**config.mk**
```make
export PLATFORM = sky130hd
export DESIGN_NAME = tcw_ctrl
export DESIGN_NICKNAME = d
export VERILOG_FILES = /design/src/sv/tcw_pkg.sv /design/src/sv/tcw_ctrl.sv
export SDC_FILE = /design/constraint.sdc
export NUM_CORES = 1
export LEC_CHECK = 0
export ABC_AREA = 1
export BUFFER_PORTS_ARGS = -buffer_cell sky130_fd_sc_hd__buf_2
export CAP_MARGIN = 25
export CORE_MARGIN = 1.5
export CORE_UTILIZATION = 45
export DETAILED_ROUTE_END_ITERATION = 8
export PLACE_DENSITY_LB_ADDON = 0.12
export REMOVE_ABC_BUFFERS = 1
export SLEW_MARGIN = 20
export SYNTH_ARGS = -nofsm -noshare
export SYNTH_HDL_FRONTEND = slang
export SYNTH_SLANG_ARGS = --single-unit
```
**constraint.sdc**
```tcl
create_clock -name clk -period 2.05 [get_ports clk]
set_clock_uncertainty 0.1 [all_clocks]
set_input_delay 0.3075 -clock clk [delete_from_list [all_inputs] [get_ports clk]]
set_output_delay 0.3075 -clock clk [all_outputs]
set_load 0.1 [all_outputs]
```
**src/sv/tcw_pkg.sv**
```systemverilog
// Shared constants, command codes and controller/datapath interface structs
// for the text console writer. No dependencies.
package tcw_pkg;

  localparam int COLUMNS    = 80;
  localparam int ROWS       = 25;
  localparam int TAB_STOP   = 8;
  localparam int CELL_COUNT = COLUMNS * ROWS;

  localparam int ADDR_W = 11;
  localparam int COL_W  = 7;
  localparam int ROW_W  = 5;
  localparam int CHAR_W = 8;
  localparam int CELL_W = 16;

  localparam logic [CHAR_W-1:0] BLANK_CHAR   = 8'h20;
  localparam logic [CHAR_W-1:0] RESET_COLOR  = 8'h07;
  localparam logic [CHAR_W-1:0] CH_BACKSPACE = 8'h08;
  localparam logic [CHAR_W-1:0] CH_TAB       = 8'h09;
  localparam logic [CHAR_W-1:0] CH_NEWLINE   = 8'h0A;
  localparam logic [CHAR_W-1:0] CH_RETURN    = 8'h0D;

  localparam logic [0:0] REG_TEXT_COLOR = 1'b0;

  typedef enum logic [1:0] {
    CMD_PUT   = 2'd0,
    CMD_WRITE = 2'd1,
    CMD_CLEAR = 2'd2,
    CMD_READ  = 2'd3
  } cmd_t;

  typedef struct packed {
    logic load;
    logic exec;
    logic cnt_clr;
    logic cnt_inc;
    logic fill_we;
    logic fill_reset_color;
    logic copy_step;
    logic out_load;
  } ctrl_cmd_t;

  typedef struct packed {
    cmd_t cmd;
    logic need_scroll;
    logic fill_end;
    logic copy_end;
    logic out_busy;
  } dp_status_t;

endpackage

```
**src/sv/tcw_ctrl.sv**
```systemverilog
// Sequencing state machine for the text console writer.
// Depends on tcw_pkg for command codes and the command/status structs.
module tcw_ctrl (
  input  logic                clk,
  input  logic                rst_n,
  input  logic                in_valid,
  output logic                in_ready,
  input  tcw_pkg::dp_status_t status,
  output tcw_pkg::ctrl_cmd_t  cmd
);

  typedef enum logic [7:0] {
    ST_INIT  = 8'b0000_0001,
    ST_IDLE  = 8'b0000_0010,
    ST_EXEC  = 8'b0000_0100,
    ST_FILL  = 8'b0000_1000,
    ST_COPY  = 8'b0001_0000,
    ST_DRAIN = 8'b0010_0000,
    ST_BLANK = 8'b0100_0000,
    ST_DONE  = 8'b1000_0000
  } state_t;

  state_t state_r, state_nxt;

  always_ff @(posedge clk) begin
    if (!rst_n) begin
      state_r <= ST_INIT;
    end else begin
      state_r <= state_nxt;
    end
  end

  always_comb begin
    state_nxt = state_r;
    cmd       = '0;
    in_ready  = 1'b0;
    unique case (state_r)
      ST_INIT: begin
        cmd.fill_we          = 1'b1;
        cmd.fill_reset_color = 1'b1;
        cmd.cnt_inc          = 1'b1;
        if (status.fill_end) begin
          state_nxt = ST_IDLE;
        end
      end
      ST_IDLE: begin
        in_ready = 1'b1;
        if (in_valid) begin
          cmd.load  = 1'b1;
          state_nxt = ST_EXEC;
        end
      end
      ST_EXEC: begin
        cmd.exec    = 1'b1;
        cmd.cnt_clr = 1'b1;
        unique case (status.cmd)
          tcw_pkg::CMD_PUT: begin
            state_nxt = status.need_scroll ? ST_COPY : ST_DONE;
          end
          tcw_pkg::CMD_CLEAR: begin
            state_nxt = ST_FILL;
          end
          default: begin
            state_nxt = ST_DONE;
          end
        endcase
      end
      ST_FILL: begin
        cmd.fill_we = 1'b1;
        cmd.cnt_inc = 1'b1;
        if (status.fill_end) begin
          state_nxt = ST_DONE;
        end
      end
      ST_COPY: begin
        cmd.copy_step = 1'b1;
        cmd.cnt_inc   = 1'b1;
        if (status.copy_end) begin
          state_nxt = ST_DRAIN;
        end
      end
      ST_DRAIN: begin
        state_nxt = ST_BLANK;
      end
      ST_BLANK: begin
        cmd.fill_we = 1'b1;
        cmd.cnt_inc = 1'b1;
        if (status.fill_end) begin
          state_nxt = ST_DONE;
        end
      end
      ST_DONE: begin
        if (!status.out_busy) begin
          cmd.out_load = 1'b1;
          state_nxt    = ST_IDLE;
        end
      end
      default: begin
        state_nxt = ST_INIT;
      end
    endcase
  end

endmodule

```
[Yosys cells after proc, flatten, opt, wreduce, memory -nomap -nowiden]
Cells that the tools add are included.
Cells by class
  muxes and demuxes: 18
  equal/unequal tests: 14
  reductions and logical operators: 5
Operators by type and width (number)
  $pmux 8 s7: 1
  $mux 8: 6
  $pmux 8 s2: 1
  $mux 1: 9
  $eq 8x1->1 const B: 1
  $eq 8x2->1 const B: 1
  $eq 8x3->1 const B: 1
  $eq 8x4->1 const B: 1
  $eq 8x5->1 const B: 1
  $eq 8x6->1 const B: 1
  $eq 8x7->1 const B: 1
  $eq 8x8->1 const B: 1
  $ne 2x2->1 const B: 4
  $reduce_and 5->1: 1
  $reduce_or 4->1: 1
  $reduce_or 3->1: 1
  $eq 2x2->1 const B: 1
  $logic_not 2->1: 1
  $mux 2: 1
  $ne 2x1->1 const B: 1
  $reduce_or 2->1: 1
Word-level totals
  flip-flop bits (word level): 8
  output and inout port bits: 9

[Longest topological paths before layout]
  depth after elaboration: 4
  depth in mapped cells: 10
  mapped depth without buffers: 10

[Least setup slack after synthesis]
No wires, ideal clock.
  path kind: register -> output
  start: register state_r[3]
  end: output port cmd[0] in the netlist's numbering
  data required time: 1.642 ns
  stages on the path, launching flop included: 6
  arrival: 1.908 ns
  path slack: -0.266 ns
  cells stage by stage: dfxtp_1 inv_2 nand2_4 nor2_8 nand2_1 nor2_1
RTL lines
  from (decl): RTL line tcw_ctrl.sv:23  | state_t state_r, state_nxt;
  from (signal assigned): RTL line tcw_ctrl.sv:29  | state_r <= state_nxt;
  to (decl): RTL line tcw_ctrl.sv:9  | output tcw_pkg::ctrl_cmd_t cmd

==> results.yml <==
status:
  status: "completed"
timing:
  slew_violations: 0
  hold_viol: 0
  setup_violations: 0
  tightest_slew_ns: 0.4839
  finalHoldWorstSlack_ns: 0.2201
  post-route-min-period_ns: 1.927
  rsz0062_at_grt: "no"
  fin_ws_ns: 0.1229
  relSlewSlack: 0.6796
  max_freq_mhz: 518.9
  timing.final.crit_share: 0.9400
synthesis:
  yosysTopAreaCell: "dfxtp_1"
  avgSynthCellArea_um2: 6.148
  yosysUniqueCellTypes: 18
  synth_area_um2: 639.4
  yosysWarnings: 0
  syn_inst: 104
  synth_top_area_share: 0.2505
  yosysSeqAreaShare: 0.2505
  yosys-top-cells-area: "dfxtp_1 25%, nand2_1 13%, nor2_1 12%"
  ys_ff_latch: 8
worst_setup_path:
  critPathMaxFanout: 6
  worstPathCellList: "inv_2, nand2_4, nor2_8, nand2_2, nand3_2, buf_2"
  path_class: "flip-flop to primary output"
  crit_buf_inv: 2
  critPathRequiredTime_ns: 1.64
  cp-end-kind: "primary output"
  cp_slowest_stage_delay_ns: 0.43
  arrival_ns: 1.52
  worst_setup_path_start_kind: "flip-flop"
  cpMaxStageDelayCell: "buf_2"
  path_delay_family: "buffers and inverters"
pwr:
  p_comb_frac: 0.742
  p_int_mw: 0.4614
  p_sw_frac: 0.6533
  p_sw_mw: 0.8694
  power_density_nw_per_um2: 1773
  power_frac_seq: 0.169
  p_leak_nw: 0.4645
  ir_drop_uv: 947.6
  clkPwrFrac: 0.090
route:
  ant_nets: 0
  viasPerCell: 4.774
  firstDrtPassIters: 4
  remaining_drc_errors: 0
  wl_per_cell_um: 9.547
  vias: 654
  drtIter0Drc: 11
  routed_wl_um: 1308
clock_tree:
  cts_hold_buf: 0
  cts_tree: "done"
  clock_latency_ns: 0.25
  path_clk_slew_ns: 0.06
  root_buffer: "clkbuf_4"
  cts_resized: 0
  clock-sinks: 8
  clock_tree.buffer_depth: 2
  cts_buffers: 3
  cts_setup_buffers: 0
  h-tree-depth: 1
grt:
  grt_pass1_wl_um: 2021
  gr-total-overflow: 0
  grt_use_total: 0.1859
  antenna_found_initial: 0
  grt_pass1_vias: 503
  grt_start_max_net_pins: 10
die:
  die_w_um: 40.70
  dieArea_um2: 1656
  num_io_pins: 18
  num_rows: 13
  die_h_um: 40.70
  core_um2: 1318
  initial_core_util: 0.4853
placement:
  globalplace.congestion: 0.7650
  io_buffers: 17
  place_ws_ns: 0.3939
  dp_cells: 134
  hpwl_um: 1066
layout:
  nNetsFinal: 133
  largest_register: "state_r"
  reg.largest.list: "state_r x8"
  multiInputGateArea_um2: 391.6
  num_antenna_cells: 0
  nFillCells: 140
  drive_gt1_frac: 0.3115
  area_delta_synth_final_pct: 17.42
  largest_reg_flops: 8
  regArea_um2: 160.2
  final_cells: 137
job:
  drv_cap: 0
worst_hold_path:
  holdCritPathClass: "primary input to flip-flop"
==> logic make-up after synthesis <==
kind of cell	synth area share
flip-flops	0.2505
AND/OR/NAND/NOR	0.5617
buffers and inverters	0.1370
AO/OA/AOI/OAI	0.05088
==> cell type report <==
cell class                 instances  area share
inverter                          19     0.09667
timing repair buffer              17      0.1133
clock buffer                       3     0.03000
sequential                         8      0.2133
multi-input combinational         75      0.5217
tap                               15     0.02500
==> power by group through the flow <==
stage	combinational (mW)	sequential [mW]	clock, mW
3_5_place_dp	0.984	0.228	0
6_report	0.987	0.224	0.120
4_1_cts	0.988	0.225	0.119
3_3_place_gp	0.982	0.227	0
5_1_grt	1.05	0.229	0.127
2_1_floorplan	0.857	0.222	0
==> cell usage in the layout, fill, tap and decap left out <==
master and n:
a21oi_1 5, buf_2 17, clkbuf_4 3, clkinv_2 1, dfxtp_1 8, inv_1 14, inv_2 4, nand2_1 22
nand2_2 4, nand2_4 4, nand3_1 10, nand3_2 1, nand4_1 2, nor2_1 21, nor2_2 1, nor2_4 2
nor2_8 1, nor4_1 1, o21a_1 1
==> per-stage QoR <==
step / instance area (um^2) / power (mW) / util / TNS [ns]
after global placement: 728.2 / 1.209 / 0.5527 / 0
final: 750.7 / 1.331 / 0.5698 / 0
after CTS: 750.7 / 1.332 / 0.5698 / 0
after detailed placement: 728.2 / 1.212 / 0.5527 / 0
after floorplan: 624.3 / 1.079 / - / -1.150
after global routing: 750.7 / 1.409 / 0.5698 / 0
==> routing by layer <==
metal,vias up,share of wire,GRT usage
met2,18,0.40,0.2817
met4,0,0.011,0.1000
met1,283,0.54,0.2550
li1,351,-,-
met3,2,0.054,0.02174
met5,-,0,0
==> synthesized netlist by cell type, drive strengths merged <==
master / instances
nand3: 11
nor2: 25
o21a: 1
buf: 2
a21oi: 5
dfxtp: 8
inv: 18
nand2: 30
clkinv: 1
nor4: 1
nand4: 2
==> final timing paths <==
| kind | from | endpoint | slack, ns | depth (start not counted) |
|---|---|---|---|---|
| min reg2reg | state_r[3] | state_r[3] | 0.43 | 2 |
| min | rst_n | state_r[0] | 0.22 | 2 |
| max | state_r[3] | cmd[3] | 0.12 | 6 |
| max reg2reg | state_r[2] | state_r[1] | 0.65 | 9 |
Power figures use the tool's default switching activity.
